## config.mk

```make
export PLATFORM = sky130hd
export DESIGN_NAME = hte_fifo
export DESIGN_NICKNAME = d
export VERILOG_FILES = /design/src/design/hte_pkg.sv /design/src/design/hte_fifo.sv
export VERILOG_INCLUDE_DIRS = /design/src /design/src/design
export SDC_FILE = /design/constraint.sdc
export NUM_CORES = 1
export LEC_CHECK = 0
export BUFFER_PORTS_ARGS = -buffer_cell sky130_fd_sc_hd__clkbuf_2
export CAP_MARGIN = 15
export CORE_MARGIN = 2
export CORE_UTILIZATION = 35
export DETAILED_ROUTE_END_ITERATION = 10
export PLACE_DENSITY = 0.6
export SLEW_MARGIN = 20
export SYNTH_ARGS = -nofsm -noshare
export SYNTH_HDL_FRONTEND = slang
export SYNTH_SLANG_ARGS = --single-unit
```

## constraint.sdc

```tcl
create_clock -name clk -period 1.05 [get_ports clk]
set_input_delay 0.21 -clock clk [delete_from_list [all_inputs] [get_ports clk]]
set_output_delay 0.21 -clock clk [all_outputs]
set_load 0.02 [all_outputs]
```

## src/design/assert_macros.svh

```systemverilog
// ----------------------------------------------------------------------------
// Assertion macros
// Shared concurrent assertion forms, clocked on clk and quiet during reset.
// ----------------------------------------------------------------------------
`ifndef ASSERT_MACROS_SVH
`define ASSERT_MACROS_SVH

// The property must hold at every clock edge outside reset.
`define HTE_ASSERT(lbl, prop, msg) \
  lbl: assert property (@(posedge clk) disable iff (!rst_n) prop) else $error(msg);

// The expression must never be true at a clock edge outside reset.
`define HTE_ASSERT_NEVER(lbl, expr, msg) \
  lbl: assert property (@(posedge clk) disable iff (!rst_n) !(expr)) else $error(msg);

`endif

```

## src/design/hte_pkg.sv

```systemverilog
`timescale 1ns / 1ps
// ----------------------------------------------------------------------------
// hte_pkg
// Shared constants and types of the table-driven encoder and byte packer.
// ----------------------------------------------------------------------------
package hte_pkg;

  localparam int HTE_SYMBOLS   = 256;
  localparam int HTE_CODE_BITS = 32;
  localparam int HTE_QDEPTH    = 2;
  localparam int HTE_BYTE_BITS = 8;

  localparam int HTE_IN_DW  = 48;
  localparam int HTE_IN_UW  = 2;
  localparam int HTE_OUT_DW = 16;

  localparam int HTE_SYM_W  = 8;
  localparam int HTE_CODE_W = 32;
  localparam int HTE_LEN_W  = 6;
  localparam int HTE_PAD_W  = 3;

  localparam logic [1:0] FUNC_LOAD  = 2'd0;
  localparam logic [1:0] FUNC_ENC   = 2'd1;
  localparam logic [1:0] FUNC_FLUSH = 2'd2;

  typedef enum logic [0:0] {
    KIND_ENC   = 1'b0,
    KIND_FLUSH = 1'b1
  } hte_kind_t;

  typedef struct packed {
    logic full;
    logic empty;
  } hte_qstat_t;

endpackage

```

## src/design/hte_fifo.sv

```systemverilog
`timescale 1ns / 1ps
// ----------------------------------------------------------------------------
// hte_fifo
// Short request queue between the table front end and the packer.
// ----------------------------------------------------------------------------
`include "assert_macros.svh"

module hte_fifo import hte_pkg::*; #(
  parameter int WIDTH = 8,
  parameter int DEPTH = HTE_QDEPTH
) (
  input  logic             clk,
  input  logic             rst_n,
  input  logic             push,
  input  logic [WIDTH-1:0] wdata,
  input  logic             pop,
  output logic [WIDTH-1:0] rdata,
  output hte_qstat_t       stat
);

  localparam int PW   = (DEPTH > 1) ? $clog2(DEPTH) : 1;
  localparam int CNTW = $clog2(DEPTH + 1);

  logic [WIDTH-1:0] mem_r [DEPTH];
  logic [PW-1:0]    wr_ptr_r, wr_ptr_nxt;
  logic [PW-1:0]    rd_ptr_r, rd_ptr_nxt;
  logic [CNTW-1:0]  cnt_r, cnt_nxt;

  always_comb begin
    wr_ptr_nxt = wr_ptr_r;
    rd_ptr_nxt = rd_ptr_r;
    cnt_nxt    = cnt_r;
    if (push) begin
      wr_ptr_nxt = (wr_ptr_r == PW'(DEPTH - 1)) ? '0 : wr_ptr_r + 1'b1;
    end
    if (pop) begin
      rd_ptr_nxt = (rd_ptr_r == PW'(DEPTH - 1)) ? '0 : rd_ptr_r + 1'b1;
    end
    if (push && !pop) begin
      cnt_nxt = cnt_r + 1'b1;
    end else if (pop && !push) begin
      cnt_nxt = cnt_r - 1'b1;
    end
  end

  always_ff @(posedge clk) begin
    if (!rst_n) begin
      wr_ptr_r <= '0;
      rd_ptr_r <= '0;
      cnt_r    <= '0;
    end else begin
      wr_ptr_r <= wr_ptr_nxt;
      rd_ptr_r <= rd_ptr_nxt;
      cnt_r    <= cnt_nxt;
    end
  end

  always_ff @(posedge clk) begin
    if (push) begin
      mem_r[wr_ptr_r] <= wdata;
    end
  end

  assign rdata      = mem_r[rd_ptr_r];
  assign stat.full  = (cnt_r == CNTW'(DEPTH));
  assign stat.empty = (cnt_r == '0);

  `HTE_ASSERT_NEVER(a_q_overflow, push && (cnt_r == CNTW'(DEPTH)), "queue written while full")
  `HTE_ASSERT_NEVER(a_q_underflow, pop && (cnt_r == '0), "queue read while empty")
  `HTE_ASSERT(a_q_count, push && !pop |=> cnt_r == $past(cnt_r) + 1'b1, "queue count slip")

endmodule

```

# Word-level counts from Yosys, hierarchy flattened
# Memory sizes are Yosys's and may differ from the RTL's. A register that Yosys moved wholly into a read port is not among the register bits.
# Cells that the tools add are included.
[word_totals] memories=1 inputBits=12 ff_bits=4 ram_bits=16
[mem_list] name="mem_r" words=2 word_bits=8 read_ports=1 rd_clocked_by_memory_dff=1 wr=1 line="hte_fifo.sv:24" text="logic [WIDTH-1:0] mem_r [DEPTH];"
[op_classes] n_addsub=4 n_eq_ne=1 n_mux=8 n_reduce_logical=6
[ops] op="1-bit 2-to-1 mux" n=6
[ops] op="2-bit 2-to-1 mux" n=2
[ops] op="1-bit adder, second input constant" n=2
[ops] op="2-bit by 1-bit adder with 2-bit output, second input constant" n=1
[ops] op="2-bit == test, second input constant" n=1
[ops] op="1-bit logical AND" n=2
[ops] op="1-bit zero test" n=2
[ops] op="2-bit zero test" n=1
[ops] op="2-bit nonzero test" n=1
[ops] op="2-bit by 1-bit subtractor with 2-bit output, second input constant" n=1

# Logic depth before layout (Yosys ltp)
# Gate-level depths: netlist of the first run.
[logic_depth] depth_word=4 mapped_depth=5 ltp_nobuf=5

# Worst setup path before layout of the first run
# No wires, ideal clock.
[synth_path] path_type="register -> register" startpoint="register wr_ptr_r" endpoint="memory mem_r[0][0] (enable)" required_ns=0.675 path_stages_with_launch=2 path_buffers=0 arrival_time_ns=0.730 slack_ns=-0.054 setup_time_ns=0.375 path_cell_list="dfxtp_1 nor2b_1"
[synth_lines] element="start: declaration" line="hte_fifo.sv:25" text="logic [PW-1:0] wr_ptr_r, wr_ptr_nxt;"
[synth_lines] element="start signal: assignment" line="hte_fifo.sv:52" text="wr_ptr_r <= wr_ptr_nxt;"
[synth_lines] element="end: declaration" line="hte_fifo.sv:24"
# Straight into the memory's write port.

==> results of run 1 <==
layout make-up:
| cell class | count | area, um2 | area share |
|---|---|---|---|
| well taps | 28 | 35.0 | 0.0289 |
| inverters | 1 | 3.75 | 0.00309 |
| clock inverters | 1 | 5.00 | 0.00412 |
| flip-flops and latches | 21 | 587 | 0.484 |
| repair buffers | 30 | 303 | 0.249 |
| multi-input cells | 24 | 258 | 0.212 |
| clock buffers | 3 | 22.5 | 0.0186 |
flip-flops by register name, indices dropped and copies added (netlist names), named ones only:
name,count
mem_r,16
rd_ptr_r,1
wr_ptr_r,1
cnt_r,2
cell families after synthesis:
family          Yosys count  synth area share
flops                    21             0.731
simple gates              9            0.0709
mux                       8             0.113
compound gates            3            0.0252
xor+xnor                  3            0.0331
buf+inv                   2            0.0110
fa+ha+maj                 1            0.0157
timing repair:
item / CTS / global route
hold buffers: 0 / 0
setup buffers: 2 / 1
gates resized for setup: 27 / 16
endpoints found under the setup margin: 11 / 11
pin swaps: 2 / 0
worst reg2reg max path, delay by kind of cell (launching register included):
family / cells / cell delay [ns]
xor gates and xnor gates: 1 / 0.15
DFF: 1 / 0.38
AOI/OAI and AO/OA: 1 / 0.13
and+or+nand+nor: 1 / 0.30
buffers and inverters: 1 / 0.13
per-stage QoR:
step | setup WS [ns] | setup TNS (ns) | instances | area, um2 | hold WS, ns
2_1_floorplan | -0.0132 | -0.105 | 47 | 810 | 0.309
3_3_place_gp | -0.114 | -1.15 | 101 | 1030 | 0.401
3_5_place_dp | -0.111 | -1.34 | 101 | 1030 | 0.405
4_1_cts | -0.406 | -3.59 | 107 | 1180 | 0.0924
5_1_grt | -0.415 | -3.74 | 108 | 1210 | 0.0924
6_report | -0.374 | -3.29 | 108 | 1210 | 0.0989
power breakdown:
group / switching [mW] / internal, mW
Sequential: 0.0300 / 0.955
Clock: 0.225 / 0.141
Combinational: 0.179 / 0.278
Total: 0.434 / 1.37
placed cells by master, fill, tap and decap left out, types with 2 or more instances in the layout:
cell type / count
sky130_fd_sc_hd__edfxtp_1: 16
sky130_fd_sc_hd__clkbuf_2: 11
sky130_fd_sc_hd__mux2_4: 8
sky130_fd_sc_hd__buf_8: 8
sky130_fd_sc_hd__buf_4: 6
sky130_fd_sc_hd__and2_1: 4
sky130_fd_sc_hd__clkbuf_4: 3
sky130_fd_sc_hd__buf_12: 3
sky130_fd_sc_hd__xor2_1: 2
sky130_fd_sc_hd__dfxtp_2: 2
sky130_fd_sc_hd__buf_6: 2
sky130_fd_sc_hd__dfxtp_1: 2
worst max path at each step:
stage / start / endpoint / slack (ns) / cells after the start
floorplan: register / rdata[0] / -0.01 / 2
global placement: register / rdata[4] / -0.11 / 3
detailed placement: register / rdata[4] / -0.11 / 3
CTS: register / rdata[1] / -0.41 / 3
global route: register / rdata[4] / -0.41 / 3
finish: register / rdata[0] / -0.37 / 3
per-layer routing:
metal	wire [um]	part of all wire	GRT usage
met5	0	0	0
met4	0	0	0.0395
met3	74	0.058	0.0259
met2	647	0.51	0.186
met1	553	0.43	0.124
==> results.py, run 1 <==
metrics = {
    "run_status": {
        "status": "complete, but fails checks",
        "violations": "setup timing",
    },
    "global_routing": {
        "groute.usage.overall": 0.106,
        "antenna_found_initial": 0,
        "grt_first_pass_wirelength_um": 2050,
        "grt_pass1_vias": 469,
        "globalRoute.totalOverflow": 0,
        "grt_max_degree": 13,
    },
    "detailed_routing": {
        "drt-vias-per-instance": 4.39,
        "routed_len_inst_um": 11.8,
        "drt_first_iter_violations": 10,
        "drt_first_pass_iters": 3,
        "route.detailed.drc": 0,
        "drt.antenna.violating_nets": 0,
        "num_vias": 474,
        "routed_wirelength_um": 1280,
    },
    "yosys": {
        "yosys_register_bits": 21,
        "most_frequent_cell_after_synthesis": "sky130_fd_sc_hd__edfxtp_1",
        "yosys_most_used_dff": "sky130_fd_sc_hd__edfxtp_1",
        "ys.warnings.count": 0,
        "synth-seq-area-share": 0.731,
        "synth-edff-count": 16,
        "ys_top_cells_by_area": "sky130_fd_sc_hd__edfxtp_1 60%, sky130_fd_sc_hd__dfxtp_1 13%, sky130_fd_sc_hd__mux2_2 11%, sky130_fd_sc_hd__and2_1 3.1%, sky130_fd_sc_hd__xor2_1 2.2%",
        "netlist_area_um2": 795,
        "synth_largest_area_cell": "sky130_fd_sc_hd__edfxtp_1",
        "netlist.area_leader.share": 0.605,
        "netlist-cell-type-count": 16,
        "avgSynthCellArea_um2": 16.9,
        "yosys-top-cells-count": "16 x sky130_fd_sc_hd__edfxtp_1, 8 x sky130_fd_sc_hd__mux2_2, 5 x sky130_fd_sc_hd__dfxtp_1, 4 x sky130_fd_sc_hd__and2_1",
        "mappedNetlistNets": 60,
        "synthCells": 47,
        "synth_async_sr_flop_share": 0,
    },
    "sta": {
        "grt_setup_unrepaired": "true",
        "final_critical_path_required_period_ns": 1.42,
        "worst-slew-pin-transition_ns": 0.165,
        "hold_viol_final": 0,
        "slew_viol_final": 0,
        "max_freq_ghz": 0.702,
        "layout_worst_path_cycle_share": 1.36,
        "timing.clock.skew_ns": 0.00409,
        "final.setup.worst_slack_ns": -0.374,
        "slew_headroom": 0.890,
        "setup_viol": 11,
    },
    "cts": {
        "insertion_delay_ns": 0.29,
        "cts_made_buffers": 3,
        "clkSlewWorstSetupHoldPaths_ns": 0.11,
        "clock-sinks": 21,
        "cts_buffer_depth": 2,
        "cts_root_buffer": "sky130_fd_sc_hd__clkbuf_4",
        "ctsHtreeMaxLevel": 1,
        "cts_tree": "built",
    },
    "critical_path": {
        "critical_path.reg2reg.startpoint": "cnt_r[0]$_SDFFE_PN0P_",
        "ff2ff_path_depth": 4,
        "cp_cell_instances": "buf_12, mux2_4, buf_8",
        "cp-start-kind": "register",
        "critical_path.slowest_cell": "sky130_fd_sc_hd__dfxtp_2",
        "worstSetupPathType": "reg2out",
        "worst-path-buf-inv": 2,
        "worst-endpoint-arrival_ns": 1.21,
        "critical_path.max_fanout": 8,
        "required_ns": 0.84,
        "cp_endpoint_kind": "primary output",
        "setup.reg_to_reg.worst_slack_ns": -0.11,
        "crit_family": "flip-flops",
        "reg2reg_to": "cnt_r[1]$_SDFFE_PN0P_",
        "worst_path_largest_cell_delay_ns": 0.35,
    },
    "hold_path": {
        "hold_end": "mem_r[1][0]$_DFFE_PP_",
        "worst_hold_path.num_cells": 1,
        "hold_path.class": "in2reg",
        "worst_hold_startpoint": "wdata[0]",
    },
    "die": {
        "fp.dieW_um": 51.6,
        "initial_core_util": 0.366,
        "chip_height_um": 51.6,
        "fp.dieArea_mm2": 0.00267,
        "io_pins": 22,
        "core_region_area_mm2": 0.00217,
        "core.rowCount": 17,
    },
    "final_layout": {
        "synthToLayoutAreaGrowth_pct": 52.8,
        "final_layout_size_suffix_gt1_frac": 0.613,
        "num-fill-cells": 196,
        "final_net_count": 94,
        "n_diodes": 0,
        "fin_util": 0.559,
    },
    "placed_design": {
        "hpwl_um": 897,
        "port-buffer-count": 21,
        "gp_congestion": 0.631,
    },
    "flow_run": {
        "max_cap_viol_count": 0,
    },
    "power_and_ir_drop": {
        "p_per_area_mw_per_mm2": 1490,
        "report.power.total_mw": 1.81,
        "total_leakage_power_nw": 0.504,
        "irDropWorstVdd_uv": 839,
    },
}
No activity file was read; power rests on OpenSTA's default activity.
==> run 2, diff against run 1 <==
Settings changed: CORE_ASPECT_RATIO set to 1.2.
==> results.py, run 2 (same netlist as run 1, synthesis figures left out) <==
metrics = {
    "critical_path": {
        "critical_path.max_fanout": 8,
        "cp_cell_instances": "buf_12, mux2_4, buf_8",
        "worst_path_largest_cell_delay_ns": 0.36,
        "worst-endpoint-arrival_ns": 1.23,
        "cp_endpoint_kind": "primary output",
        "setup.reg_to_reg.worst_slack_ns": -0.10,
        "worstSetupPathType": "reg2out",
        "required_ns": 0.84,
        "ff2ff_path_depth": 4,
        "critical_path.slowest_cell": "sky130_fd_sc_hd__dfxtp_2",
        "cp-start-kind": "register",
    },
    "detailed_routing": {
        "drt_first_pass_iters": 1,
        "routed_len_inst_um": 11.0,
        "drt.antenna.violating_nets": 0,
        "drt-vias-per-instance": 4.35,
        "drt_first_iter_violations": 0,
        "routed_wirelength_um": 1200,
        "route.detailed.drc": 0,
        "num_vias": 474,
    },
    "final_layout": {
        "regMostFlops": "mem_r",
        "top_regs": "mem_r: 16 flops, cnt_r: 2 flops",
        "num-fill-cells": 183,
        "layout.cells.most_common": "sky130_fd_sc_hd__edfxtp_1",
        "synthToLayoutAreaGrowth_pct": 52.9,
        "n_diodes": 0,
        "fin_util": 0.580,
        "final_net_count": 93,
        "mostFrequentLayoutCells": "16 x sky130_fd_sc_hd__edfxtp_1, 11 x sky130_fd_sc_hd__clkbuf_2, 8 x sky130_fd_sc_hd__mux2_4, 8 x sky130_fd_sc_hd__buf_8",
        "max_reg_flops": 16,
        "final_layout_size_suffix_gt1_frac": 0.608,
    },
    "cts": {
        "cts_tree": "built",
        "cts_hold_buf": 0,
        "cts_buffer_depth": 2,
        "ctsHtreeMaxLevel": 1,
        "clkSlewWorstSetupHoldPaths_ns": 0.12,
        "cts_root_buffer": "sky130_fd_sc_hd__clkbuf_4",
        "insertion_delay_ns": 0.29,
        "clock-sinks": 21,
        "cts_made_buffers": 3,
    },
    "sta": {
        "hold_viol_final": 0,
        "max_freq_ghz": 0.695,
        "grt_setup_unrepaired": "true",
        "layout_worst_path_cycle_share": 1.37,
        "slew_viol_final": 0,
        "final.setup.worst_slack_ns": -0.389,
        "fin_setup_tns_ns": -3.47,
        "final_critical_path_required_period_ns": 1.44,
        "setup_viol": 11,
        "timing.clock.skew_ns": 0.0142,
        "slew_headroom": 0.890,
        "whs_ns": 0.0985,
        "worst-slew-pin-transition_ns": 0.165,
    },
    "hold_path": {
        "hold_path.class": "in2reg",
        "worst_hold_path.num_cells": 1,
    },
    "run_status": {
        "status": "complete, but fails checks",
        "violations": "setup timing",
    },
    "global_routing": {
        "grt_pass1_vias": 504,
        "grt-busiest-layer": "met2",
        "groute.usage.overall": 0.103,
        "met1_usage": 0.110,
        "antenna_found_initial": 0,
        "globalRoute.totalOverflow": 0,
        "grt_first_pass_wirelength_um": 1950,
        "grt_max_degree": 13,
        "grt_met2_usage": 0.180,
        "gr-usage-met3": 0.0292,
    },
    "die": {
        "core_region_area_mm2": 0.00209,
        "io_pins": 22,
        "fp.dieArea_mm2": 0.00267,
        "initial_core_util": 0.379,
        "core.rowCount": 18,
        "fp.dieW_um": 47.5,
        "chip_height_um": 56.2,
    },
    "placed_design": {
        "hpwl_um": 826,
        "port-buffer-count": 21,
        "gp_congestion": 0.605,
        "place_worst_setup_slack_ns": -0.117,
    },
    "power_and_ir_drop": {
        "total_leakage_power_nw": 0.500,
        "irDropWorstVdd_uv": 903,
        "p_per_area_mw_per_mm2": 1480,
    },
    "flow_run": {
        "max_cap_viol_count": 0,
    },
}
[run 2: where the power goes]
group / internal, mW / leakage [nW] / switching [mW]
clock network: 0.141 / 0.0177 / 0.223
registers: 0.955 / 0.193 / 0.0269
logic: 0.276 / 0.289 / 0.181
[run 2: timing repair]
item                                    CTS  global route
pin swaps                                 1             1
gates resized for setup                  27            19
buffers inserted                          1             1
endpoints found under the setup margin   11            11
[run 2: metal layers]
layer	wire (um)	share of wire
met5	0	0
met1	487	0.41
met4	0	0
met3	52	0.043
met2	661	0.55
[run 2: through the flow]
stage                     instance area, um2  std cells  power (mW)
final                                   1210        109        1.80
after global routing                    1210        109        1.90
after CTS                               1170        108        1.76
after detailed placement                1030        103        1.31
after floorplan                          810         47        1.17
after global placement                  1030        103        1.30
[run 2: worst paths after layout]
kind | startpoint | end
setup / recovery | register | rdata[0]
hold / removal | wdata[3] | mem_r[0][3]$_DFFE_PP_
setup reg to reg | cnt_r[0]$_SDFFE_PN0P_ | cnt_r[1]$_SDFFE_PN0P_
hold reg to reg | cnt_r[1]$_SDFFE_PN0P_ | cnt_r[1]$_SDFFE_PN0P_
[run 2: layout make-up]
class | count | area [um2] | area share
well taps | 30 | 37.5 | 0.0309
flip-flops and latches | 21 | 589 | 0.485
multi-input cells | 24 | 258 | 0.212
repair buffers | 29 | 299 | 0.246
clock buffers | 3 | 22.5 | 0.0185
clock inverters | 1 | 5.00 | 0.00412
inverters | 1 | 3.75 | 0.00309
[run 2: critical path: cells and delay by family, from the launching register on]
kind / cells / cell delay (ns)
DFF: 1 / 0.36
muxes: 1 / 0.31
buffers and inverters: 2 / 0.26
==> run 3, diff against run 2 <==
Settings changed: CORE_UTILIZATION 35 to 44, PLACE_DENSITY 0.6 to 0.73, SETUP_SLACK_MARGIN set to 0.3.
==> results.py, run 3 (same netlist as run 1, synthesis figures left out) <==
metrics = {
    "cts": {
        "cts_root_buffer": "sky130_fd_sc_hd__clkbuf_4",
        "cts_made_buffers": 3,
        "clkSlewWorstSetupHoldPaths_ns": 0.10,
        "ctsHtreeMaxLevel": 1,
        "cts_tree": "built",
        "insertion_delay_ns": 0.29,
        "clock-sinks": 21,
        "cts_buffer_depth": 2,
        "cts_hold_buf": 0,
    },
    "power_and_ir_drop": {
        "total_leakage_power_nw": 0.489,
        "p_per_area_mw_per_mm2": 1510,
        "report.power.total_mw": 1.78,
        "irDropWorstVdd_uv": 1020,
    },
    "critical_path": {
        "required_ns": 0.84,
        "worst-endpoint-arrival_ns": 1.18,
        "worstSetupPathType": "reg2out",
        "cp-start-kind": "register",
        "critical_path.max_fanout": 8,
        "cp_endpoint_kind": "primary output",
        "ff2ff_path_depth": 4,
    },
    "global_routing": {
        "globalRoute.totalOverflow": 0,
        "grt_max_degree": 12,
        "grt_first_pass_wirelength_um": 2150,
        "grt_pass1_vias": 495,
        "antenna_found_initial": 0,
        "groute.usage.overall": 0.140,
    },
    "die": {
        "chip_height_um": 50.6,
        "core_region_area_mm2": 0.00166,
        "core.rowCount": 16,
        "fp.dieW_um": 42.8,
        "initial_core_util": 0.478,
        "fp.dieArea_mm2": 0.00216,
        "io_pins": 22,
    },
    "hold_path": {
        "hold_path.class": "in2reg",
        "worst_hold_path.num_cells": 1,
    },
    "final_layout": {
        "n_diodes": 0,
        "top_regs": "mem_r: 16 flops, cnt_r: 2 flops",
        "finalNonFillerCells": 96,
        "max_reg_flops": 16,
        "final_layout_size_suffix_gt1_frac": 0.654,
        "final_net_count": 92,
        "num-fill-cells": 125,
        "regMostFlops": "mem_r",
        "synthToLayoutAreaGrowth_pct": 48.2,
        "layout.cells.most_common": "sky130_fd_sc_hd__edfxtp_1",
        "mostFrequentLayoutCells": "16 x sky130_fd_sc_hd__edfxtp_1, 11 x sky130_fd_sc_hd__clkbuf_2, 10 x sky130_fd_sc_hd__buf_6, 8 x sky130_fd_sc_hd__mux2_4, 4 x sky130_fd_sc_hd__buf_4",
    },
    "sta": {
        "setup_viol": 11,
        "timing.clock.skew_ns": 0.00371,
        "final.setup.worst_slack_ns": -0.342,
        "final_critical_path_required_period_ns": 1.39,
        "hold_viol_final": 0,
        "max_freq_ghz": 0.719,
        "fin_setup_tns_ns": -3.03,
        "worst-slew-pin-transition_ns": 0.159,
        "slew_headroom": 0.894,
        "slew_viol_final": 0,
        "layout_worst_path_cycle_share": 1.33,
        "grt_setup_unrepaired": "true",
    },
    "placed_design": {
        "hpwl_um": 908,
        "post-place-cells": 88,
        "port-buffer-count": 21,
        "gp_congestion": 0.601,
    },
    "detailed_routing": {
        "routed_len_inst_um": 13.1,
        "drt.antenna.violating_nets": 0,
        "drt_first_pass_iters": 1,
        "route.detailed.drc": 0,
        "drt_first_iter_violations": 0,
        "drt-vias-per-instance": 4.88,
        "num_vias": 468,
        "routed_wirelength_um": 1260,
    },
    "run_status": {
        "status": "complete, but fails checks",
        "violations": "setup timing",
    },
    "flow_run": {
        "max_cap_viol_count": 0,
    },
}
-- run 3: cell type report --
type                       instances  area [um2]  share of cell area
sequential                        21         592               0.503
multi-input combinational         24         273               0.232
timing repair buffer              28         258               0.219
clock buffer                       4        26.3              0.0223
tap                               18        22.5              0.0191
inverter                           1        6.26             0.00531
-- run 3: path summary, 6_finish.rpt --
check / slack (ns) / from / end
worst min-delay path: 0.10 / wdata[1] / mem_r[0][1]$_DFFE_PP_
worst min register to register: 0.56 / rd_ptr_r$_SDFFE_PN0P_ / rd_ptr_r$_SDFFE_PN0P_
worst max register to register: -0.08 / cnt_r[0]$_SDFFE_PN0P_ / cnt_r[1]$_SDFFE_PN0P_
worst max-delay path: -0.34 / register / rdata[2]
-- run 3: layer usage --
layer	global-route usage	up-vias	part of all wire
li1	-	233	-
met1	0.163	216	0.42
met2	0.227	15	0.52
met3	0.0216	4	0.039
met4	0.109	0	0.024
met5	0	-	0
-- run 3: worst max-delay path, cell delays in order (launching register included) --
cell                      delay, ns
sky130_fd_sc_hd__dfxtp_4       0.44
sky130_fd_sc_hd__mux2_4        0.32
sky130_fd_sc_hd__buf_6         0.13
-- run 3: through the flow --
stage               utilization  area, um2  hold slack [ns]  worst slack, ns
CTS                       0.667       1110           0.0951           -0.371
detailed placement        0.602       1000            0.404           -0.104
global placement          0.602       1000            0.400           -0.110
global route              0.709       1180           0.0855           -0.403
floorplan                     -        862            0.309           0.0660
finish                    0.709       1180            0.105           -0.342
-- run 3: power breakdown --
group          total, mW  switching [mW]  internal, mW
clock              0.366           0.218         0.148
combinational      0.416           0.161         0.255
sequential          1.00          0.0453         0.956
-- run 3: repair_timing --
action | in CTS | in global routing
buffers inserted | 3 | 0
endpoints found under the setup margin | 28 | 31
gates cloned | 1 | 0
gates resized for setup | 7 | 32
pin swaps | 3 | 5
