--- src/design/assert_macros.svh ---
// ----------------------------------------------------------------------------
// Assertion macros
// Shared concurrent assertion forms, clocked on clk and quiet during reset.
// ----------------------------------------------------------------------------
`ifndef ASSERT_MACROS_SVH
`define ASSERT_MACROS_SVH

// The property must hold at every clock edge outside reset.
`define HTE_ASSERT(lbl, prop, msg) \
  lbl: assert property (@(posedge clk) disable iff (!rst_n) prop) else $error(msg);

// The expression must never be true at a clock edge outside reset.
`define HTE_ASSERT_NEVER(lbl, expr, msg) \
  lbl: assert property (@(posedge clk) disable iff (!rst_n) !(expr)) else $error(msg);

`endif

--- src/design/hte_pkg.sv ---
`timescale 1ns / 1ps
// ----------------------------------------------------------------------------
// hte_pkg
// Shared constants and types of the table-driven encoder and byte packer.
// ----------------------------------------------------------------------------
package hte_pkg;

  localparam int HTE_SYMBOLS   = 256;
  localparam int HTE_CODE_BITS = 32;
  localparam int HTE_QDEPTH    = 2;
  localparam int HTE_BYTE_BITS = 8;

  localparam int HTE_IN_DW  = 48;
  localparam int HTE_IN_UW  = 2;
  localparam int HTE_OUT_DW = 16;

  localparam int HTE_SYM_W  = 8;
  localparam int HTE_CODE_W = 32;
  localparam int HTE_LEN_W  = 6;
  localparam int HTE_PAD_W  = 3;

  localparam logic [1:0] FUNC_LOAD  = 2'd0;
  localparam logic [1:0] FUNC_ENC   = 2'd1;
  localparam logic [1:0] FUNC_FLUSH = 2'd2;

  typedef enum logic [0:0] {
    KIND_ENC   = 1'b0,
    KIND_FLUSH = 1'b1
  } hte_kind_t;

  typedef struct packed {
    logic full;
    logic empty;
  } hte_qstat_t;

endpackage

--- src/design/hte_back.sv ---
`timescale 1ns / 1ps
// ----------------------------------------------------------------------------
// hte_back
// Bit packer: appends codes to the pending bits, sends whole bytes and pads the last bits on a flush.
// ----------------------------------------------------------------------------
`include "assert_macros.svh"

module hte_back import hte_pkg::*; #(
  parameter int CODE_BITS = HTE_CODE_BITS,
  parameter int LW        = $clog2(CODE_BITS + 1),
  parameter int QW        = 1 + LW + CODE_BITS
) (
  input  logic                  clk,
  input  logic                  rst_n,
  input  hte_qstat_t            q_stat,
  input  logic [QW-1:0]         q_rdata,
  output logic                  q_pop,
  output logic                  out_valid,
  input  logic                  out_ready,
  output logic [HTE_OUT_DW-1:0] out_data,
  output logic                  out_user,
  output logic                  out_last
);

  localparam int WW = CODE_BITS + 7;
  localparam int TW = $clog2(CODE_BITS + 8);
  localparam logic [TW-1:0] T_BYTE = TW'(HTE_BYTE_BITS);

  logic [WW-1:0]         w_r, w_nxt;
  logic [TW-1:0]         tot_r, tot_nxt;
  logic                  out_vld_r, out_vld_nxt;
  logic [HTE_OUT_DW-1:0] out_data_r, out_data_nxt;
  logic                  out_user_r, out_user_nxt;
  logic                  out_last_r, out_last_nxt;

  hte_kind_t             q_kind;
  logic [LW-1:0]         q_len;
  logic [CODE_BITS-1:0]  q_code;
  logic                  slot_free, emitting, load_out;
  logic [2:0]            pend_cnt;
  logic [6:0]            pend;
  logic [TW-1:0]         shamt;
  logic [7:0]            emit_byte, flush_byte;
  logic [HTE_PAD_W-1:0]  pad;

  assign q_kind = hte_kind_t'(q_rdata[QW-1]);
  assign q_len  = q_rdata[CODE_BITS +: LW];
  assign q_code = q_rdata[CODE_BITS-1:0];

  assign slot_free  = !out_vld_r || out_ready;
  assign emitting   = (tot_r >= T_BYTE);
  assign pend_cnt   = tot_r[2:0];
  assign pend       = w_r[6:0] & ~(7'h7f << pend_cnt);
  assign shamt      = tot_r - T_BYTE;
  assign emit_byte  = 8'(w_r >> shamt);
  assign pad        = 3'(4'd8 - {1'b0, pend_cnt});
  assign flush_byte = 8'({1'b0, pend} << pad);

  always_comb begin
    w_nxt        = w_r;
    tot_nxt      = tot_r;
    q_pop        = 1'b0;
    load_out     = 1'b0;
    out_data_nxt = out_data_r;
    out_user_nxt = out_user_r;
    out_last_nxt = out_last_r;
    if (emitting) begin
      if (slot_free) begin
        load_out     = 1'b1;
        tot_nxt      = tot_r - T_BYTE;
        out_data_nxt = {{(HTE_OUT_DW - 8){1'b0}}, emit_byte};
        out_user_nxt = 1'b1;
        out_last_nxt = (tot_nxt < T_BYTE);
      end
    end else if (!q_stat.empty) begin
      if (q_kind == KIND_ENC) begin
        q_pop   = 1'b1;
        w_nxt   = (WW'(pend) << q_len) | WW'(q_code);
        tot_nxt = tot_r + TW'(q_len);
      end else if (slot_free) begin
        q_pop        = 1'b1;
        load_out     = 1'b1;
        w_nxt        = '0;
        tot_nxt      = '0;
        out_last_nxt = 1'b1;
        if (pend_cnt != 3'd0) begin
          out_data_nxt = {{(HTE_OUT_DW - 11){1'b0}}, pad, flush_byte};
          out_user_nxt = 1'b1;
        end else begin
          out_data_nxt = '0;
          out_user_nxt = 1'b0;
        end
      end
    end
    out_vld_nxt = slot_free ? load_out : out_vld_r;
  end

  always_ff @(posedge clk) begin
    if (!rst_n) begin
      w_r       <= '0;
      tot_r     <= '0;
      out_vld_r <= 1'b0;
    end else begin
      w_r       <= w_nxt;
      tot_r     <= tot_nxt;
      out_vld_r <= out_vld_nxt;
    end
  end

  always_ff @(posedge clk) begin
    if (load_out) begin
      out_data_r <= out_data_nxt;
      out_user_r <= out_user_nxt;
      out_last_r <= out_last_nxt;
    end
  end

  assign out_valid = out_vld_r;
  assign out_data  = out_data_r;
  assign out_user  = out_user_r;
  assign out_last  = out_last_r;

  `HTE_ASSERT(a_pad_on_flush, out_vld_r && (out_data_r[10:8] != 3'd0) |-> out_last_r && out_user_r, "padding outside a flush byte")
  `HTE_ASSERT(a_bare_report, out_vld_r && !out_user_r |-> out_last_r && (out_data_r == '0), "bare flush report not clean")
  `HTE_ASSERT_NEVER(a_pop_busy, q_pop && emitting, "queue read while bytes are still pending")

endmodule

--- config.mk ---
export PLATFORM = sky130hd
export DESIGN_NAME = hte_back
export DESIGN_NICKNAME = d
export VERILOG_FILES = /design/src/design/hte_pkg.sv /design/src/design/hte_back.sv
export VERILOG_INCLUDE_DIRS = /design/src /design/src/design
export SDC_FILE = /design/constraint.sdc
export NUM_CORES = 1
export LEC_CHECK = 0
export BUFFER_PORTS_ARGS = -buffer_cell sky130_fd_sc_hd__buf_2
export CORE_ASPECT_RATIO = 0.75
export CORE_MARGIN = 1.5
export CORE_UTILIZATION = 35
export DETAILED_ROUTE_END_ITERATION = 8
export SLEW_MARGIN = 20
export SYNTH_ARGS = -nofsm -noshare
export SYNTH_HDL_FRONTEND = slang
export SYNTH_SLANG_ARGS = --single-unit
--- constraint.sdc ---
create_clock -name clk -period 5.8 [get_ports clk]
set_clock_uncertainty 0.2 [all_clocks]
set_input_delay 0.87 -clock clk [delete_from_list [all_inputs] [get_ports clk]]
set_output_delay 0.87 -clock clk [all_outputs]
set_load 0.05 [all_outputs]
Word level (Yosys, flattened, before mapping)
Cells that the tools add are included.

Flip-flop bits (word level): 64. Input port bits: 44. Output and inout bits: 20.

$add $sub $neg: 3. Order comparisons: 2. Equal/unequal tests: 3. Shifts and indexed selects: 4. Muxes and demuxes: 30. Bitwise gates (word level): 5. Reduce and logical (&&, ||, !) cells: 7.

Operators with widths (number): $mux W16 (5); $mux W39 (2); $or A39 B32 Y39 (1); $shl A7 B6 Y39 (1); $shr A39 B6 Y8 (1); $mux W6 (5); $mux W1 (17); $mux W11 (1); $shl A7 B3 Y8 (1); $and A7 B7 Y7 (1); $not A7 Y7 (1); $shl A7 B3 Y7 const A (1); $add A6 B6 Y6 (1); $ge A6 B4 Y1 const B (1); $lt A6 B4 Y1 const B (1); $reduce_and A3 Y1 (2); $sub A6 B4 Y6 const B (1); $ne A2 B1 Y1 const B (2); $reduce_and A4 Y1 (1); $reduce_bool A3 Y1 (1); $sub A1 B3 Y3 const A (1); $ne A2 B2 Y1 const B (1); $not A1 Y1 (2); $reduce_bool A2 Y1 (1); other kinds (2) (2).

Logic depth before layout (Yosys ltp)
Gate-level depths: netlist (run 1).

Depth in word-level cells: 9. Gate-level depth with buffers: 13.

Least setup slack after synthesis (run 1)
Ideal clock, no wire load.

Kind: register -> register. From: register tot_r[0]. To: register out_data_r[4] (netlist: out_data[4]), data pin. Data arrival time: 2.408 ns. Required time: 5.332 ns. Slack: 2.924 ns. Stages on the path, launching flop included: 12. Buffers on the path: 4. Period minus slack after synthesis: 2.876 ns. Cell sequence: dfxtp_1 buf_6 buf_4 buf_4 clkinv_1 ha_1 buf_1 mux2_2 a32oi_1 o21ai_0 o211ai_1 o211ai_1.

RTL lines: from (decl) (RTL line hte_back.sv:30) `logic [TW-1:0] tot_r, tot_nxt;`; from (signal assigned) (RTL line hte_back.sv:105) `tot_r <= tot_nxt;`; $sub A1 B3 Y3 (RTL line hte_back.sv:56) `assign pad = 3'(4'd8 - {1'b0, pend_cnt});`; named net pad[1] (RTL line hte_back.sv:44) `logic [HTE_PAD_W-1:0] pad;`; $shl A7 B3 Y8 (RTL line hte_back.sv:57) `assign flush_byte = 8'({1'b0, pend} << pad);`; $mux W11 (RTL line hte_back.sv:86) `if (pend_cnt != 3'd0) begin`; $mux W16 (RTL line hte_back.sv:80) `end else if (slot_free) begin`; $mux W16 (RTL line hte_back.sv:76) `if (q_kind == KIND_ENC) begin`; $mux W16 (RTL line hte_back.sv:75) `end else if (!q_stat.empty) begin`; $mux W16 (RTL line hte_back.sv:67) `if (emitting) begin`; named net out_data_nxt[4] (RTL line hte_back.sv:32) `logic [HTE_OUT_DW-1:0] out_data_r, out_data_nxt;`; to (signal assigned) (RTL line hte_back.sv:112) `out_data_r <= out_data_nxt;`; to (decl) (RTL line hte_back.sv:32).

The timed path passes the listed nets, and every way through them passes these cells. The select of a mux whose other input is x is not followed. A chain may end at the register's enable or synchronous reset.

Final worst setup path (run 1)
From: register tot_r[3]. To: output port q_pop.

Word-level cells in the longest chain between the ends: 2.

Ends and longest elaborated chain: $ge A6 B4 Y1 (RTL line hte_back.sv:51) `assign emitting = (tot_r >= T_BYTE);`; $mux W1 (RTL line hte_back.sv:67); to (decl) (RTL line hte_back.sv:17) `output logic q_pop,`.

Every way passes these cells.

==> summary.txt, run 1 <==
outcome: finished clean
Finished Cell Area: 0.00614 mm2
post-DR wirelength/cell: 22.3 um
worst setup margin: 1490 ps
DRC: 0
share of cells above drive strength 1: 0.229
synth unique cells: 76
Worst Setup Path Type: register to primary output
routability cong.: 0.928
Main synth FF type: dfxtp_1
routed vias/inst: 6.60
NumNets Final: 663
clock buffer depth: 2
Post-Syn Area: 0.00559 mm2
dpl ws: 1740 ps
gr usage total: 0.222
vias in the first global route: 4,870
average cell area after synthesis: 9.53 um2
pwr dens: 351 mW/mm2
largest net degree at the start of global routing: 65
Worst Setup Start Kind: register
initial drt markers: 741
Synth top area share: 0.185
max cap viols: 0
Syn-to-layout area delta: 9.77%
H-Tree Depth: 3
CP endpoint kind: primary output
setup violators final: 0
worst min path class: register to register
Post-CTS Repair Setup Buffers: 0
Slew Viols, Final: 0
n_diodes: 0
flops & latches, synth: 59
Die Ht: 112 um
Yosys Warn Count: 0
post-CTS sizing: 0
Core Rows: 39
register area: 0.00132 mm2
I/O Pins: 64
most frequent cells in the layout: nand2_1, buf_2, mux4_2
post-cts hold buffer count: 0
routed vias: 5,396
r2r setup slk: 1960 ps
CTS root buffer: clkbuf_16
number of enable flip-flop cells after synthesis: 13
unrepaired setup endpoints after global routing: false
first-pass GRT wire length: 28,600 um
Post-Syn Instances: 587
clock transition at the registers of the reported paths: 60 ps
post-DP HPWL: 13,400 um
FFs w/ async S/R, synth: 0
worst-path fanout max: 23
initial core utilization: 0.363
crit share post-route: 0.744
Placed Cells: 801
clk sinks: 59
GRT overflow: 0
die area: 0.0168 mm2
setup tns final: 0 ps
Multi-input gate area: 0.00389 mm2
Num CTS Buffers: 9
DRT Pass-1 Iters: 5
Worst Tran Pin Value: 1190 ps
antenna-violating nets left: 0
clock latency on the worst-skew pair: 340 ps
initial antenna violation count: 0
Peak VDD IR: 0.170 mV
die width: 149 um
dpl cell area: 0.00583 mm2
Layout Cells excl Fill: 817
FMAX: 232 MHz
Pleak: 2.15 nW
number of I/O port buffers: 57
Worst slew margin: 0.201
core area: 0.0154 mm2
CTS tree: yes
min cycle time layout: 4310 ps
Fill cells: 1,563
Synth area leader: mux4_2
critical path required time: 4730 ps
Arr. time, crit path: 3240 ps
drt total wl: 18,200 um
Final Hold Fails: 0
sequential share of the synthesized area: 0.234
most common cell after layout, fill and taps aside: nand2_1
Synth area leaders: mux4_2, dfxtp_1, edfxtp_1
hold slack: 338 ps
## sequential cells by signal, summed over array words and instances (netlist names)
register / flops
out_last: 1
out_user: 1
tot_r: 6
out_data: 11
out_valid: 1
w_r: 39
## power breakdown
group	internal, mW	switching [mW]	total [mW]
combinational	0.316	0.651	0.966
sequential	0.524	0.112	0.636
clock	0.335	0.217	0.552
## path summary, 6_finish.rpt
| check | from | to | depth (start not counted) |
|---|---|---|---|
| worst max-delay path | tot_r[3] | q_pop | 5 |
| worst min-delay path | w_r[18] | w_r[18] | 2 |
| worst max register to register | tot_r[0] | w_r[28] | 9 |
| worst min register to register | w_r[18] | w_r[18] | 2 |
## cells in the mapped netlist (6+ instances only)
master     n
o21ai_1   11
a22oi_1   27
o21ai_0   41
a31oi_1    8
ha_1      11
buf_2     12
clkbuf_1  23
buf_4      9
nand3_1   14
edfxtp_1  13
nand2b_1   6
and2_1     7
nor3_1    17
a21oi_1   40
mux2i_1   14
nand2_1   59
o211ai_1   7
nor2_1    20
a211oi_1  11
dfxtp_1   46
mux2_2     7
mux4_1    10
mux4_2    46
inv_1     12
## area by class of cell
type / instances / share of cell area
inverter: 17 / 0.0104
sequential: 59 / 0.214
timing repair buffer: 61 / 0.0513
multi-input combinational: 459 / 0.633
clock inverter: 7 / 0.0126
clock buffer: 9 / 0.0367
tap: 205 / 0.0418
## logic make-up after synthesis
| logic type | Yosys count | share of synthesized area |
|---|---|---|
| muxes | 77 | 0.271 |
| adders and majority gates | 12 | 0.0282 |
| xor gates and xnor gates | 5 | 0.00783 |
| DFF | 59 | 0.234 |
| buffers and inverters | 73 | 0.0749 |
| AOI/OAI and AO/OA | 197 | 0.230 |
| and+or+nand+nor | 163 | 0.152 |
| other | 1 | 0.000670 |
## metrics by stage
step | total power, mW | utilization
floorplan | 1.40 | -
global placement | 1.58 | 0.378
detailed placement | 1.59 | 0.378
CTS | 2.14 | 0.398
global route | 2.26 | 0.398
finish | 2.15 | 0.398
## critical path, stage by stage (launching register included)
cell and delay, ps:
dfxtp_1 870, ha_1 310, or4b_1 460, nand4b_1 810, inv_2 160, buf_2 270
## layer usage
layer  vias up  global-route usage  wire length, um
li1       2365                   -                -
met4         0              0.0568              264
met3        24              0.0431             2100
met5         -                   0                0
met1      2634               0.344             8100
met2       373               0.310             7740
(Power assumes the default switching activity.)
==> run 2: changes to the inputs <==
==> constraint.sdc (replaced) <==
create_clock -name clk -period 4.06 [get_ports clk]
set_clock_uncertainty 0.2 [all_clocks]
set_input_delay 0.609 -clock clk [delete_from_list [all_inputs] [get_ports clk]]
set_output_delay 0.609 -clock clk [all_outputs]
set_load 0.05 [all_outputs]
==> summary.txt, run 2 (synthesized netlist as in run 1, its figures left out) <==
min-delay src: q_rdata[5]
reg-to-reg critical path endpoint: w_r[12]
setup violators final: 0 (unchanged)
CP endpoint kind: register
initial drt markers: 708 (-4.5%)
pwr dens: 502 mW/mm2 (+43%)
die width: 149 um (unchanged)
DRT Pass-1 Iters: 6 (+1)
max cap viols: 0 (unchanged)
Final Hold Fails: 0 (unchanged)
critical path required time: 4110 ps (-620 ps)
hold path cells: 3 (+1)
first-pass GRT wire length: 28,200 um (-1.3%)
largest register by flop count: w_r
CTS root buffer: clkbuf_16
antenna-violating nets left: 0 (unchanged)
Worst Setup Start Kind: register
Worst Setup Path Type: register to register
Post-CTS Repair Setup Buffers: 0 (unchanged)
end of the worst hold path: w_r[5]
Arr. time, crit path: 3210 ps (-30 ps)
Slowest cell on crit path: dfxtp_2
routability cong.: 0.957 (+3.1%)
number of I/O port buffers: 57 (unchanged)
Worst Path Buf+Inv: 2 (unchanged)
initial core utilization: 0.363 (unchanged)
n_diodes: 0 (unchanged)
post-cts hold buffer count: 0 (unchanged)
WL met1: 8360 um (+3.3%)
clock latency on the worst-skew pair: 340 ps (about the same)
most frequent cells in the layout: nand2_1, buf_2, mux4_2
most common cell after layout, fill and taps aside: nand2_1
unrepaired setup endpoints after global routing: false
post-DP HPWL: 13,700 um (+1.6%)
H-Tree Depth: 3 (unchanged)
gr usage total: 0.221 (-0.000320)
drt total wl: 18,400 um (+0.94%)
GRT overflow: 0 (unchanged)
setup tns final: 0 ps (unchanged)
Sequential Power Share: 0.288 (-0.007)
share of cells above drive strength 1: 0.237 (+0.00834)
Layout Cells excl Fill: 825 (+0.98%)
outcome: finished clean
I/O Pins: 64 (unchanged)
clock transition at the registers of the reported paths: 60 ps (about the same)
FMAX: 317 MHz
Num CTS Buffers: 9 (unchanged)
r2r setup slk: 910 ps (-1050 ps)
CTS tree: yes
R2R depth: 9 (unchanged)
max layer used: met4
Comb pwr share: 0.458 (+0.009)
crit share post-route: 0.777
largest net degree at the start of global routing: 61 (-6.2%)
Pleak: 2.19 nW (+1.8%)
vias in the first global route: 4,856 (-0.29%)
slowest stage delay, CP: 680 ps (-190 ps)
Worst slew margin: 0.322 (+0.120)
switch share: 0.452 (-0.00219)
max FFs per register: 39 (unchanged)
Slew Viols, Final: 0 (unchanged)
critical-path cell list: inv_1 > ha_1 > inv_1 > ha_1 > nand2_1 > o211a_1 > o311ai_0 > a31oi_1 > o21ai_0
core area: 0.0154 mm2 (unchanged)
CP delay by family, top: compound AO/OA/AOI/OAI gates
post-DR wirelength/cell: 22.3 um (about the same)
die area: 0.0168 mm2 (unchanged)
routed vias/inst: 6.51 (-1.5%)
initial antenna violation count: 0 (unchanged)
routed vias: 5,367 (-0.54%)
worst min path class: input port to register
Die Ht: 112 um (unchanged)
post-CTS sizing: 0 (unchanged)
Worst Tran Pin Value: 1010 ps (-179 ps)
NumNets Final: 671 (+1.2%)
Syn-to-layout area delta: 10.9%
clock buffer depth: 2 (unchanged)
Net Switching: 1.41 mW (+44%)
Peak VDD IR: 0.233 mV (+37%)
Reg2Reg Launch Point: tot_r[1]
clk sinks: 59 (unchanged)
Placed Cells: 809 (+1.0%)
min cycle time layout: 3150 ps
Core Rows: 39 (unchanged)
Clk pwr share: 0.254 (-0.002)
WL met2: 7690 um (-0.57%)
routed wl met3: 2040 um (-2.8%)
worst-path fanout max: 22 (-4.3%)
P_int: 1.71 mW (+45%)
DRC: 0 (unchanged)
-- run 2: cell types whose count changed in the layout (fill, tap and decap cells not counted) --
cell      delta
a21oi_1      +1
a21oi_2      -1
buf_12       +1
buf_4        +7
clkinv_4     -2
inv_4        +1
inv_6        +1
nor2_2       +1
nor2_4       -1
-- run 2: tightest hold or removal path: cells and delay by family --
kind / cells / cell delay [ps]
AOI/OAI and AO/OA: 2 / 110
buffers and inverters: 1 / 80
-- run 2: how the worst max path moves through the flow --
stage	from	endpoint	cells after the start
floorplan	tot_r[0]	out_data[4]	11
global placement	tot_r[1]	out_data[0]	6
detailed placement	tot_r[1]	out_data[0]	6
CTS	tot_r[1]	out_data[0]	6
global route	tot_r[1]	w_r[28]	9
finish	tot_r[1]	w_r[12]	9
-- run 2: layout make-up --
type                    instances  area, um2
inverters                      17       63.8
well taps                     205        256
repair buffers                 69        388
clock inverters                 7       75.1
fillers                      1582       9220
clock buffers                   9        225
flip-flops and latches         59       1320
multi-input cells             459       3880
-- run 2: per-layer routing --
layer  global-route usage  vias up
met5                    0        -
li1                     -     2381
met4               0.0554        0
met1                0.340     2589
met2                0.314      369
met3               0.0435       28
-- run 2: through the flow --
| stage | setup WS (ps) | utilization | hold slack, ps | total power, mW | cell area [um2] |
|---|---|---|---|---|---|
| 2_1_floorplan | 1180 | - | 270 | 1.99 | 5610 |
| 3_3_place_gp | 1010 | 0.383 | 299 | 2.29 | 5900 |
| 3_5_place_dp | 938 | 0.383 | 331 | 2.32 | 5900 |
| 4_1_cts | 926 | 0.402 | 293 | 3.11 | 6200 |
| 5_1_grt | 624 | 0.402 | 317 | 3.27 | 6200 |
| 6_report | 907 | 0.402 | 296 | 3.11 | 6200 |
-- run 2: power by group through the flow --
stage	Sequential, mW	Combinational, mW	Clock (mW)
after floorplan	1.06	0.930	0
after global placement	0.895	1.39	0
after detailed placement	0.903	1.41	0
after CTS	0.891	1.42	0.799
after global routing	0.916	1.53	0.823
final	0.898	1.43	0.790
==> run 3: changes to the inputs <==
==> constraint.sdc (replaced) <==
create_clock -name clk -period 3 [get_ports clk]
set_clock_uncertainty 0.2 [all_clocks]
set_input_delay 0.45 -clock clk [delete_from_list [all_inputs] [get_ports clk]]
set_output_delay 0.45 -clock clk [all_outputs]
set_load 0.05 [all_outputs]
==> summary.txt, run 3 (synthesized netlist as in run 1, its figures left out) <==
outcome: finished clean
number of I/O port buffers: 57 (unchanged)
pwr dens: 668 mW/mm2 (+33%)
routed vias/inst: 6.32 (-2.8%)
clk sinks: 59 (unchanged)
most frequent cells in the layout: nand2_1, buf_2, mux4_2
Arr. time, crit path: 2690 ps (-520 ps)
routed vias: 5,401 (+0.63%)
largest net degree at the start of global routing: 27 (-56%)
core area: 0.0154 mm2 (unchanged)
Setup crit start: tot_r[0]
CTS root buffer: clkbuf_16
post-DR wirelength/cell: 22.2 um (-0.33%)
GRT overflow: 0 (unchanged)
Reg2Reg Launch Point: tot_r[0]
reg-to-reg critical path endpoint: out_data[7]
r2r setup slk: 190 ps (-720 ps)
setup violators final: 0 (unchanged)
NumNets Final: 700 (+4.3%)
setup tns final: 0 ps (unchanged)
routability cong.: 0.938 (-2.0%)
first-pass GRT wire length: 29,600 um (+4.7%)
die width: 149 um (unchanged)
share of cells above drive strength 1: 0.270 (+0.0325)
Syn-to-layout area delta: 14.7%
critical path required time: 2880 ps (-1230 ps)
die area: 0.0168 mm2 (unchanged)
clock buffer depth: 2 (unchanged)
initial drt markers: 645 (-8.9%)
DRT Pass-1 Iters: 5 (-1)
worst setup margin: 187 ps (-721 ps)
Worst Setup Path Type: register to register
max FFs per register: 39 (unchanged)
crit share post-route: 0.938 (+0.161)
Die Ht: 112 um (unchanged)
largest register by flop count: w_r
dpl cell area: 0.00612 mm2 (+3.7%)
I/O Pins: 64 (unchanged)
clock transition at the registers of the reported paths: 60 ps (about the same)
post-DP HPWL: 14,700 um (+7.8%)
clock latency on the worst-skew pair: 340 ps (about the same)
DRC: 0 (unchanged)
H-Tree Depth: 3 (unchanged)
most common cell after layout, fill and taps aside: nand2_1
Worst Tran Pin Value: 848 ps (-162 ps)
R2R depth: 6 (-3)
min cycle time layout: 2810 ps (-339 ps)
dpl ws: 135 ps (-803 ps)
Worst Setup Start Kind: register
Finished Cell Area: 0.00641 mm2 (+3.4%)
vias in the first global route: 5,108 (+5.2%)
Final Hold Fails: 0 (unchanged)
worst min path class: input port to register
FMAX: 355 MHz (+12%)
Num CTS Buffers: 9 (unchanged)
initial antenna violation count: 0 (unchanged)
drt total wl: 18,900 um (+3.2%)
CP endpoint kind: register
Pleak: 2.34 nW (+6.8%)
CTS tree: yes
max cap viols: 0 (unchanged)
antenna-violating nets left: 0 (unchanged)
initial core utilization: 0.363 (unchanged)
Core Rows: 39 (unchanged)
n_diodes: 0 (unchanged)
gr usage total: 0.232 (+0.0109)
worst-path fanout max: 15 (-32%)
unrepaired setup endpoints after global routing: false
Worst slew margin: 0.430 (+0.109)
CP endpoint: out_data[7]
Slew Viols, Final: 0 (unchanged)
Peak VDD IR: 0.341 mV (+46%)
[run 3: cell count changes in the layout (fill, tap and decap cells not counted)]
| cell | before | now |
|---|---|---|
| inv_4 | 1 | 2 |
| inv_6 | 2 | 0 |
| dfxtp_4 | 0 | 1 |
| dfxtp_2 | 3 | 2 |
| clkbuf_1 | 0 | 1 |
| buf_4 | 11 | 40 |
[run 3: per-layer routing]
metal  wire (um)  GRT usage
met1        8710      0.352
met2        8090      0.328
met3        1870     0.0561
met4         280     0.0574
met5           0          0
[run 3: where the power goes]
part / internal [mW] / total, mW / leakage, nW / switching (mW)
combinational: 0.719 / 2.02 / 1.69 / 1.30
sequential: 1.01 / 1.21 / 0.510 / 0.197
clock: 0.644 / 1.05 / 0.143 / 0.410
[run 3: metrics by stage]
stage / hold slack (ps) / total power, mW / cells / util
floorplan: 270 / 2.70 / 591 / -
global placement: 312 / 3.19 / 838 / 0.397
detailed placement: 334 / 3.22 / 838 / 0.397
CTS: 132 / 4.27 / 854 / 0.416
global route: 146 / 4.50 / 854 / 0.416
finish: 139 / 4.28 / 854 / 0.416
[run 3: worst min path at each step]
stage | cells past startpoint | startpoint | endpoint
detailed placement | 2 | w_r[12] | w_r[12]
global placement | 2 | w_r[22] | w_r[22]
CTS | 3 | q_rdata[26] | w_r[26]
global route | 3 | q_rdata[10] | w_r[10]
finish | 3 | q_rdata[26] | w_r[26]
floorplan | 2 | w_r[32] | w_r[32]
[run 3: final cells by class]
type	count	area, um2
clock buffers	10	229
clock inverters	6	63.8
fillers	1566	9000
inverters	17	63.8
multi-input cells	459	3880
flip-flops and latches	59	1320
well taps	205	256
repair buffers	98	606
[run 3: timing repair]
| item | CTS | global route |
|---|---|---|
| hold buffers | 0 | 0 |
| endpoints found under the setup margin | 0 | 3 |
| setup buffers | 0 | 0 |
| endpoints found under the hold margin | 0 | 0 |
| gates resized for setup | 0 | 1 |
[run 3: worst max-delay path, stage by stage (launching register included)]
cell,delay (ps)
dfxtp_2,590
buf_12,230
mux4_1,650
mux4_2,500
nand2_1,100
nand2_1,70
a22o_1,210
